==> src/rtl/atbp_pkg.sv <==
// Shared types, constants and a helper function for the terminal byte processor.
package atbp_pkg;

    localparam int unsigned DefCoordBits = 8;
    localparam int unsigned DefParamBits = 16;

    localparam logic [3:0] OP_NONE      = 4'd0;
    localparam logic [3:0] OP_WRITE     = 4'd1;
    localparam logic [3:0] OP_BLANK     = 4'd2;
    localparam logic [3:0] OP_SCROLL_UP = 4'd3;
    localparam logic [3:0] OP_SCROLL_DN = 4'd4;
    localparam logic [3:0] OP_ERASE_SCR = 4'd5;
    localparam logic [3:0] OP_ERASE_LN  = 4'd6;
    localparam logic [3:0] OP_DEL_CHARS = 4'd7;
    localparam logic [3:0] OP_DEL_LINES = 4'd8;
    localparam logic [3:0] OP_INS_CHARS = 4'd9;
    localparam logic [3:0] OP_INS_LINES = 4'd10;

    localparam logic [1:0] CFG_COLS = 2'd0;
    localparam logic [1:0] CFG_ROWS = 2'd1;
    localparam logic [1:0] CFG_TAB  = 2'd2;
    localparam logic [1:0] CFG_FG   = 2'd3;

    localparam logic [7:0] CH_ESC = 8'd27;
    localparam logic [7:0] CH_DEL = 8'd127;
    localparam logic [7:0] CH_LF  = 8'h0a;
    localparam logic [7:0] CH_CR  = 8'h0d;
    localparam logic [7:0] CH_BS  = 8'h08;
    localparam logic [7:0] CH_TAB = 8'h09;

    typedef enum logic [3:0] {
        PH_TEXT = 4'b0001,
        PH_ESC  = 4'b0010,
        PH_CSI1 = 4'b0100,
        PH_CSI2 = 4'b1000
    } t_phase;

    typedef enum logic [2:0] {
        K_PLAIN,
        K_ESC_M,
        K_CSI,
        K_NOP
    } t_kind;

    typedef struct packed {
        logic [7:0] cols;
        logic [7:0] rows;
        logic [5:0] tab;
        logic [2:0] dfg;
    } t_cfg;

    typedef struct packed {
        logic [3:0] op;
        logic [7:0] row;
        logic [7:0] col;
        logic [7:0] count;
        logic [7:0] glyph;
        logic [7:0] cattr;
        logic [7:0] battr;
        logic [7:0] cur_col;
        logic [7:0] cur_row;
        logic       last;
    } t_result;

    function automatic logic [2:0] sgr_colour(input logic [2:0] idx);
        logic [2:0] m;
        case (idx)
            3'd0: m = 3'd0;
            3'd1: m = 3'd4;
            3'd2: m = 3'd2;
            3'd3: m = 3'd6;
            3'd4: m = 3'd1;
            3'd5: m = 3'd5;
            3'd6: m = 3'd3;
            default: m = 3'd7;
        endcase
        return m;
    endfunction

endpackage

==> src/rtl/atbp_front.sv <==
// Front end: escape parser, parameter accumulation and byte classification.
module atbp_front #(
    parameter int unsigned PARAM_BITS = atbp_pkg::DefParamBits
) (
    input  logic                   i_clk,
    input  logic                   i_rst_n,
    input  logic                   i_valid,
    input  logic [7:0]             i_byte,
    output logic                   o_ready,
    output logic                   o_valid,
    input  logic                   i_ready,
    output atbp_pkg::t_kind        o_kind,
    output logic [7:0]             o_byte,
    output logic [PARAM_BITS-1:0]  o_p1,
    output logic [PARAM_BITS-1:0]  o_p2,
    output logic                   o_p1_seen,
    output logic                   o_p2_seen
);
    import atbp_pkg::*;

    localparam logic [PARAM_BITS-1:0] PMax = '1;

    t_phase                r_phase, n_phase;
    logic [PARAM_BITS-1:0] r_p1, n_p1, r_p2, n_p2;
    logic                  r_s1, n_s1, r_s2, n_s2;
    logic                  r_v;
    t_kind                 r_kind, n_kind;
    logic [7:0]            r_byte;
    logic [PARAM_BITS-1:0] r_op1, r_op2;
    logic                  r_os1, r_os2;
    logic                  take, emit, digit;
    logic [PARAM_BITS+4:0] acc;
    logic [PARAM_BITS-1:0] acc_in;

    assign o_ready = !r_v || i_ready;
    assign take    = i_valid && o_ready;
    assign digit   = i_byte >= 8'h30 && i_byte <= 8'h39;
    assign acc_in  = (r_phase == PH_CSI2) ? r_p2 : r_p1;
    assign acc     = ({5'd0, acc_in} << 3) + ({5'd0, acc_in} << 1)
                   + {{(PARAM_BITS+1){1'b0}}, i_byte[3:0]};

    always_comb begin
        n_phase = r_phase;
        n_p1 = r_p1;
        n_p2 = r_p2;
        n_s1 = r_s1;
        n_s2 = r_s2;
        n_kind = K_NOP;
        emit = 1'b1;
        unique case (r_phase)
            PH_TEXT: begin
                if (i_byte == CH_ESC) begin
                    n_phase = PH_ESC;
                    n_p1 = '0;
                    n_p2 = '0;
                    n_s1 = 1'b0;
                    n_s2 = 1'b0;
                end else begin
                    n_kind = K_PLAIN;
                end
            end
            PH_ESC: begin
                if (i_byte == 8'h5b) begin
                    n_phase = PH_CSI1;
                end else begin
                    n_phase = PH_TEXT;
                    if (i_byte == 8'h4d) begin
                        n_kind = K_ESC_M;
                    end
                end
            end
            PH_CSI1: begin
                if (digit) begin
                    n_p1 = (acc > {5'd0, PMax}) ? PMax : acc[PARAM_BITS-1:0];
                    n_s1 = 1'b1;
                end else if (i_byte == 8'h3b) begin
                    n_phase = PH_CSI2;
                end else begin
                    n_phase = PH_TEXT;
                    n_kind = K_CSI;
                end
            end
            PH_CSI2: begin
                if (digit) begin
                    n_p2 = (acc > {5'd0, PMax}) ? PMax : acc[PARAM_BITS-1:0];
                    n_s2 = 1'b1;
                end else begin
                    n_phase = PH_TEXT;
                    n_kind = K_CSI;
                end
            end
            default: begin
                n_phase = PH_TEXT;
                emit = 1'b0;
            end
        endcase
    end

    always_ff @(posedge i_clk) begin
        if (!i_rst_n) begin
            r_phase <= PH_TEXT;
            r_p1 <= '0;
            r_p2 <= '0;
            r_s1 <= 1'b0;
            r_s2 <= 1'b0;
            r_v <= 1'b0;
        end else begin
            if (take) begin
                r_phase <= n_phase;
                r_p1 <= n_p1;
                r_p2 <= n_p2;
                r_s1 <= n_s1;
                r_s2 <= n_s2;
                r_v <= emit;
            end else if (i_ready) begin
                r_v <= 1'b0;
            end
        end
    end

    always_ff @(posedge i_clk) begin
        if (take) begin
            r_kind <= n_kind;
            r_byte <= i_byte;
            r_op1 <= r_p1;
            r_op2 <= r_p2;
            r_os1 <= r_s1;
            r_os2 <= r_s2;
        end
    end

    assign o_valid   = r_v;
    assign o_kind    = r_kind;
    assign o_byte    = r_byte;
    assign o_p1      = r_op1;
    assign o_p2      = r_op2;
    assign o_p1_seen = r_os1;
    assign o_p2_seen = r_os2;

`ifndef SYNTHESIS
    a_phase_onehot: assert property (@(posedge i_clk) disable iff (!i_rst_n)
        $onehot(r_phase)) else $error("parser phase not one-hot");
    a_esc_clears: assert property (@(posedge i_clk) disable iff (!i_rst_n)
        take && r_phase == PH_TEXT && i_byte == CH_ESC |=> !r_s1 && !r_s2)
        else $error("parameters not cleared on escape");
    a_hold: assert property (@(posedge i_clk) disable iff (!i_rst_n)
        r_v && !i_ready |=> r_v && $stable(r_byte))
        else $error("classified byte lost under stall");
`endif
endmodule

==> config.mk <==
export PLATFORM = sky130hd
export DESIGN_NAME = atbp_front
export DESIGN_NICKNAME = d
export VERILOG_FILES = /design/src/rtl/atbp_pkg.sv /design/src/rtl/atbp_front.sv
export SDC_FILE = /design/constraint.sdc
export NUM_CORES = 1
export LEC_CHECK = 0
export ABC_CLOCK_PERIOD_IN_PS = 12000
export CAP_MARGIN = 20
export CORE_MARGIN = 4
export CORE_UTILIZATION = 40
export CTS_CLUSTER_SIZE = 28
export DETAILED_ROUTE_END_ITERATION = 16
export DONT_BUFFER_PORTS = 1
export GPL_TIMING_DRIVEN = 0
export HOLD_SLACK_MARGIN = 0.03
export SLEW_MARGIN = 20
export SYNTH_ARGS = -nofsm -noshare
export SYNTH_HDL_FRONTEND = slang
export SYNTH_SLANG_ARGS = --single-unit
==> constraint.sdc <==
create_clock -name i_clk -period 12 [get_ports i_clk]
set_input_delay 0.6 -clock i_clk [delete_from_list [all_inputs] [get_ports i_clk]]
set_output_delay 0.6 -clock i_clk [all_outputs]
set_load 0.005 [all_outputs]
==> qor.csv, run 1 <==
metric,value,unit
Final min period,5.23,ns
final hold vios,0,
"slowest stage delay, CP",0.60,ns
Finished Layout Cells,506,
num rows,37,
Synth cell types,66,
crit path DAT,5.46,ns
Clock Path Buffers,2,
switching share of power,0.236,
final-report max-slew violation count,0,
setup bufs post-CTS,0,
Register Area,2100,um^2
clock transition at the registers of the reported paths,0.09,ns
Flop pwr share,0.580,
worst-margin pin slew,1.08,ns
Max-slew headroom,0.280,
Power Dens Cells,114,nW/um^2
top_reg_cell synth,edfxtp_1,
"FF+latch count, synth",83,
Antenna Cells,0,
maximum clock frequency,0.191,GHz
total grt overflow,0,
RSZ-0062 raised after global routing,false,
Final ANT Viol Nets,0,
Max-cap violations,0,
"top cells by area, synth","edfxtp_1 30%, dfxtp_1 18%, ha_1 8.9%",
Clock Power Share,0.380,
Worst EP required,12.23,ns
die width,112,um
biggest area consumer among synthesized cells,edfxtp_1,
Post-CTS Resized,0,
Placed Cells,490,
FF-to-FF path depth,16,
worst min path class,input port to register,
Slowest cell on crit path,clkbuf_1,
Synth Instances,354,
crit path kind,register to register,
top post-synthesis cells by count,"44 x edfxtp_1, 39 x dfxtp_1, 31 x ha_1",
Setup WS pre-CTS,6.72,ns
number of global-route vias before repair,2857,
largest net degree at the start of global routing,46,
share of the synthesized area in the top cell type,0.303,
Wirelength per Cell,18.8,um
type of element launching the critical path,register,
PortBufs,0,
Util after Layout,0.452,
P_sw,127,uW
CTS Buf Count,9,
initial drt markers,212,
Tcrit/Tclk final,0.436,
outcome,"finished, final reports clean",
Die Span Y,112,um
share of flip-flops with an asynchronous set or reset,0,
CP cell instances,buf_6 > nor4b_4 > clkbuf_1 > clkbuf_1 > mux2_2 > ha_1 > ha_1 > fa_1 > a211oi_2 > o211ai_2 > a41o_1 > a311o_1 > o31ai_4 > a31oi_4 > buf_6 > a221o_1,
Worst setup EP type,register,
Initial Util,0.416,
DRC viols,0,
routed vias,2896,
share of layout cells above drive strength 1,0.197,
via density per instance,5.72,
Total GRT Usage,0.152,
most frequent cell after synthesis,edfxtp_1,
post-synthesis sequential area ratio,0.483,
Synth Cell Area,4350,um^2
P_int,413,uW
I/O pins,59,
Core Region,10500,um^2
setup TNS,0,ns
area of the multi-input gates,2060,um^2
Synthesized Nets,399,
worst skew pair latency,0.35,ns
Worst R2R End,r_p1[1],
Hold Buf Count CTS,0,
Synth Warn #,0,
clk_skew,0.0146,ns
Gate power share,0.040,
Pre-Repair DR Iteration Count,5,
Pleak,0.00197,uW
syn_area_per_cell,12.3,um^2
final worst-path setup slack,6.77,ns
Max VDD drop,79.9,uV
first-pass GRT wire length,15400,um
R2R setup slack,6.77,ns
GPL Wtd Cong,0.890,
Post-synth EDFFs,44,
Area Growth Syn to Fin,8.51,%
critical path capture point,r_p1[1],
Clock Root Buffer,clkbuf_8,
nets,410,
CTS tree,built,
worst reg2reg startpoint,r_phase[2],
Critical Path Start,r_phase[2],
CTS H-tree depth,3,
initial antenna violation count,0,
die area,12600,um^2
DP HPWL,7030,um
fillers,981,
Post-Route WL,9510,um
crit-path max FO,10,
Sink Count,83,
final setup vio count,0,
==> logic make-up after synthesis <==
| family | share of synthesized area |
|---|---|
| AOI/OAI and AO/OA | 0.193 |
| xor gates and xnor gates | 0.0282 |
| adders and majority gates | 0.0983 |
| buffers and inverters | 0.0448 |
| DFF | 0.483 |
| muxes | 0.0480 |
| other | 0.000861 |
| and+or+nand+nor | 0.105 |
==> layer usage <==
layer	up-vias	wire length, um	track usage	share of wire
met5	-	0	0	0
li1	1397	-	-	-
met1	1419	4400	0.199	0.46
met3	11	438	0.0367	0.046
met2	69	4530	0.251	0.48
met4	0	142	0.0465	0.015
==> sequential cells by signal, summed over array words and instances (netlist names) <==
| register | count |
|---|---|
| o_byte | 8 |
| r_s1 | 1 |
| r_s2 | 1 |
| o_p2 | 16 |
| o_p2_seen | 1 |
| r_p1 | 16 |
| o_p1_seen | 1 |
| o_p1 | 16 |
| r_phase | 4 |
| o_kind | 2 |
| r_p2 | 16 |
| o_valid | 1 |
==> critical path: cells and delay by family, from the launching register on <==
| family | cells | cell delay, ns |
|---|---|---|
| mux | 1 | 0.44 |
| compound gates | 7 | 1.65 |
| simple gates | 1 | 0.31 |
| fa+ha+maj | 3 | 0.97 |
| flops | 1 | 0.31 |
| buf+inv | 4 | 1.41 |
==> worst min-delay path by stage <==
stage,start,cells past startpoint,to
final,i_byte[3],0,o_byte[3]
after global placement,r_s2,0,o_p2_seen
after global routing,i_byte[3],0,o_byte[3]
after CTS,i_byte[2],0,o_byte[2]
after detailed placement,r_s2,0,o_p2_seen
after floorplan,r_s1,0,o_p1_seen
==> metrics by stage <==
step | total power (uW) | hold WS, ns | instance area (um^2)
finish | 541 | 0.340 | 4720
global route | 561 | 0.312 | 4720
CTS | 547 | 0.323 | 4720
detailed placement | 342 | 0.424 | 4520
global placement | 341 | 0.426 | 4520
floorplan | 335 | 0.408 | 4350
==> layout by cell type (no fill, tap or decap), types with 3 or more instances in the layout <==
cell and instances:
nand2_1 21, edfxtp_1 44, a21o_1 3, clkbuf_1 3, xor2_1 6, o21ai_0 14
xnor2_1 8, nor2b_1 8, a221o_2 4, a21oi_1 25, nor2_1 12, a221o_1 29
and3_1 4, a211oi_2 3, inv_1 6, mux2_2 15, clkbuf_8 11, mux2i_1 4
ha_1 31, nand4_1 4, nand3_1 3, buf_6 5, dfxtp_1 39
==> layout make-up <==
type / count / area share
clock inverter: 7 / 0.0162
inverter: 6 / 0.00477
multi-input combinational: 244 / 0.435
clock buffer: 9 / 0.0262
buffer: 21 / 0.0365
tap: 136 / 0.0360
sequential: 83 / 0.445
==> power by group through the flow <==
stage	clock network, uW	logic [uW]	registers, uW
CTS	211	21.9	314
floorplan	0	16.9	318
global route	222	24.3	315
detailed placement	0	21.9	320
global placement	0	21.1	320
finish	205	21.8	313
No activity file was read; power rests on OpenSTA's default activity.
==> run 2: changes to the inputs <==
--- a/config.mk
+++ b/config.mk
@@ -5,7 +5,8 @@
 export SDC_FILE = /design/constraint.sdc
 export NUM_CORES = 1
 export LEC_CHECK = 0
-export ABC_CLOCK_PERIOD_IN_PS = 12000
+export ABC_AREA = 1
+export ABC_CLOCK_PERIOD_IN_PS = 5200
 export CAP_MARGIN = 20
 export CORE_MARGIN = 4
 export CORE_UTILIZATION = 40
==> constraint.sdc (replaced) <==
create_clock -name i_clk -period 5.2 [get_ports i_clk]
set_input_delay 0.26 -clock i_clk [delete_from_list [all_inputs] [get_ports i_clk]]
set_output_delay 0.26 -clock i_clk [all_outputs]
set_load 0.005 [all_outputs]
==> qor.csv, run 2 <==
metric,value,unit
outcome,"finished, final reports clean",
Synth Warn #,0,
Max-slew headroom,0.417,
worst skew pair latency,0.34,ns
crit path kind,register to register,
die width,116,um
DRC viols,0,
final setup vio count,0,
Core Region,11400,um^2
Final ANT Viol Nets,0,
syn_area_per_cell,8.41,um^2
setup bufs post-CTS,0,
routed vias,3590,
critical path's top delay family,simple AND/OR/NAND/NOR gates,
first-pass GRT wire length,17400,um
clk_skew,0.00786,ns
GPL Wtd Cong,0.916,
DP HPWL,8240,um
Total GRT Usage,0.167,
Post-synth EDFFs,44,
post-synthesis sequential area ratio,0.453,
I/O pins,59,
nets,617,
most frequent cells in the layout,"188 x nand2_1, 58 x inv_1, 44 x edfxtp_1",
Hold EP,r_phase[1],
Sink Count,83,
Final min period,4.44,ns
via density per instance,4.99,
clock transition at the registers of the reported paths,0.06,ns
Max VDD drop,197,uV
Antenna Cells,0,
total grt overflow,0,
"FF+latch count, synth",83,
Util after Layout,0.456,
top_reg_cell synth,edfxtp_1,
Worst Hold Launch,i_rst_n,
initial antenna violation count,0,
Synthesized Nets,597,
top post-synthesis cells by count,"188 x nand2_1, 59 x inv_1, 44 x edfxtp_1",
Synth Instances,552,
worst min path class,input port to register,
Max-cap violations,0,
PortBufs,0,
share of layout cells above drive strength 1,0.127,
CP Buf/Inv Count,4,
CTS Buf Count,9,
worst-margin pin slew,0.875,ns
most frequent cell after synthesis,nand2_1,
type of element launching the critical path,register,
Area Growth Syn to Fin,11.7,%
Synth Cell Area,4640,um^2
crit-path max FO,10,
number of gates on the worst path with buffers counted,23,
Initial Util,0.408,
Clock Path Buffers,2,
crit path DAT,4.62,ns
die area,13400,um^2
Power Dens Cells,309,nW/um^2
Slowest cell on crit path,clkbuf_1,
Pre-Repair DR Iteration Count,5,
num rows,39,
initial drt markers,275,
CTS H-tree depth,3,
number of global-route vias before repair,3533,
cell mode on critical path,nand2_1,
"slowest stage delay, CP",0.57,ns
RSZ-0062 raised after global routing,false,
largest net degree at the start of global routing,28,
Worst EP required,5.38,ns
final-report max-slew violation count,0,
R2R setup slack,0.76,ns
CTS tree,built,
Tcrit/Tclk final,0.854,
share of the synthesized area in the top cell type,0.285,
Wirelength per Cell,15.2,um
Die Span Y,116,um
Pleak,0.00240,uW
worst reg2reg startpoint,r_phase[0],
FF-to-FF path depth,23,
Synth cell types,36,
final hold vios,0,
Worst R2R End,r_p2[4],
Post-Route WL,10900,um
Clock Root Buffer,clkbuf_16,
maximum clock frequency,0.225,GHz
Worst setup EP type,register,
Placed Cells,696,
setup TNS,0,ns
"top cells by area, synth","edfxtp_1 28%, dfxtp_1 17%, nand2_1 15%",
hold depth,2,
share of flip-flops with an asynchronous set or reset,0,
fillers,1122,
biggest area consumer among synthesized cells,edfxtp_1,
"commonest non-fill, non-tap cell in the layout",nand2_1,
Finished Layout Cells,720,
CP cell instances,nor2_1 > nand2_1 > buf_2 > inv_1 > clkbuf_1 > nand2_1 > nand2_1 > ha_1 > ha_1 > fa_1 > nand2_1 > nand2_1 > nand3_1 > nand2_1 > nand2_1 > nand2_1 > nand2_1 > nand2_1 > nor2_2 > buf_4 > nand3_1 > nand2_1 > a21oi_1,
-- run 2: cell type report --
type                       instances  area, um^2  share of cell area
buffer                            14        98.8              0.0191
clock buffer                      14         244              0.0471
clock inverter                     2        13.8             0.00265
inverter                          63         236              0.0456
multi-input combinational        392        2200               0.425
sequential                        83        2100               0.405
tap                              143         179              0.0345
timing repair buffer               9         108              0.0208
-- run 2: metrics by stage --
stage / area [um^2] / power, uW / setup WS, ns / hold WS [ns]
global placement: 4820 / 1040 / 0.831 / 0.359
detailed placement: 4850 / 1050 / 0.812 / 0.359
finish: 5180 / 1600 / 0.760 / 0.0543
CTS: 5180 / 1620 / 0.793 / 0.0430
floorplan: 4640 / 975 / 1.81 / 0.359
global route: 5180 / 1670 / 0.351 / 0.0518
-- run 2: power by group --
part / internal (uW) / switching [uW]
Combinational: 74.8 / 197
Sequential: 746 / 24.3
Clock: 324 / 237
-- run 2: worst max path at each step --
stage	to	slack, ns	start
detailed placement	r_p2[4]	0.81	r_phase[0]
floorplan	r_p2[2]	1.81	r_phase[3]
global placement	r_p2[4]	0.83	r_phase[0]
CTS	r_p2[4]	0.79	r_phase[0]
global route	r_p2[2]	0.35	r_phase[0]
finish	r_p2[4]	0.76	r_phase[0]
-- run 2: timing repair --
action | CTS | global route
resized for setup | 0 | 0
endpoints found under the hold margin | 8 | 0
hold buffers | 8 | 0
-- run 2: cell families after synthesis --
group	share of synthesized area
and+or+nand+nor	0.274
DFF	0.453
buffers and inverters	0.0723
AOI/OAI and AO/OA	0.0887
adders and majority gates	0.0922
xor gates and xnor gates	0.0189
other	0.000808
-- run 2: per-layer routing --
metal | track usage | wire [um]
met1 | 0.214 | 5160
met2 | 0.281 | 5030
met3 | 0.0350 | 539
met4 | 0.0611 | 203
met5 | 0 | 0
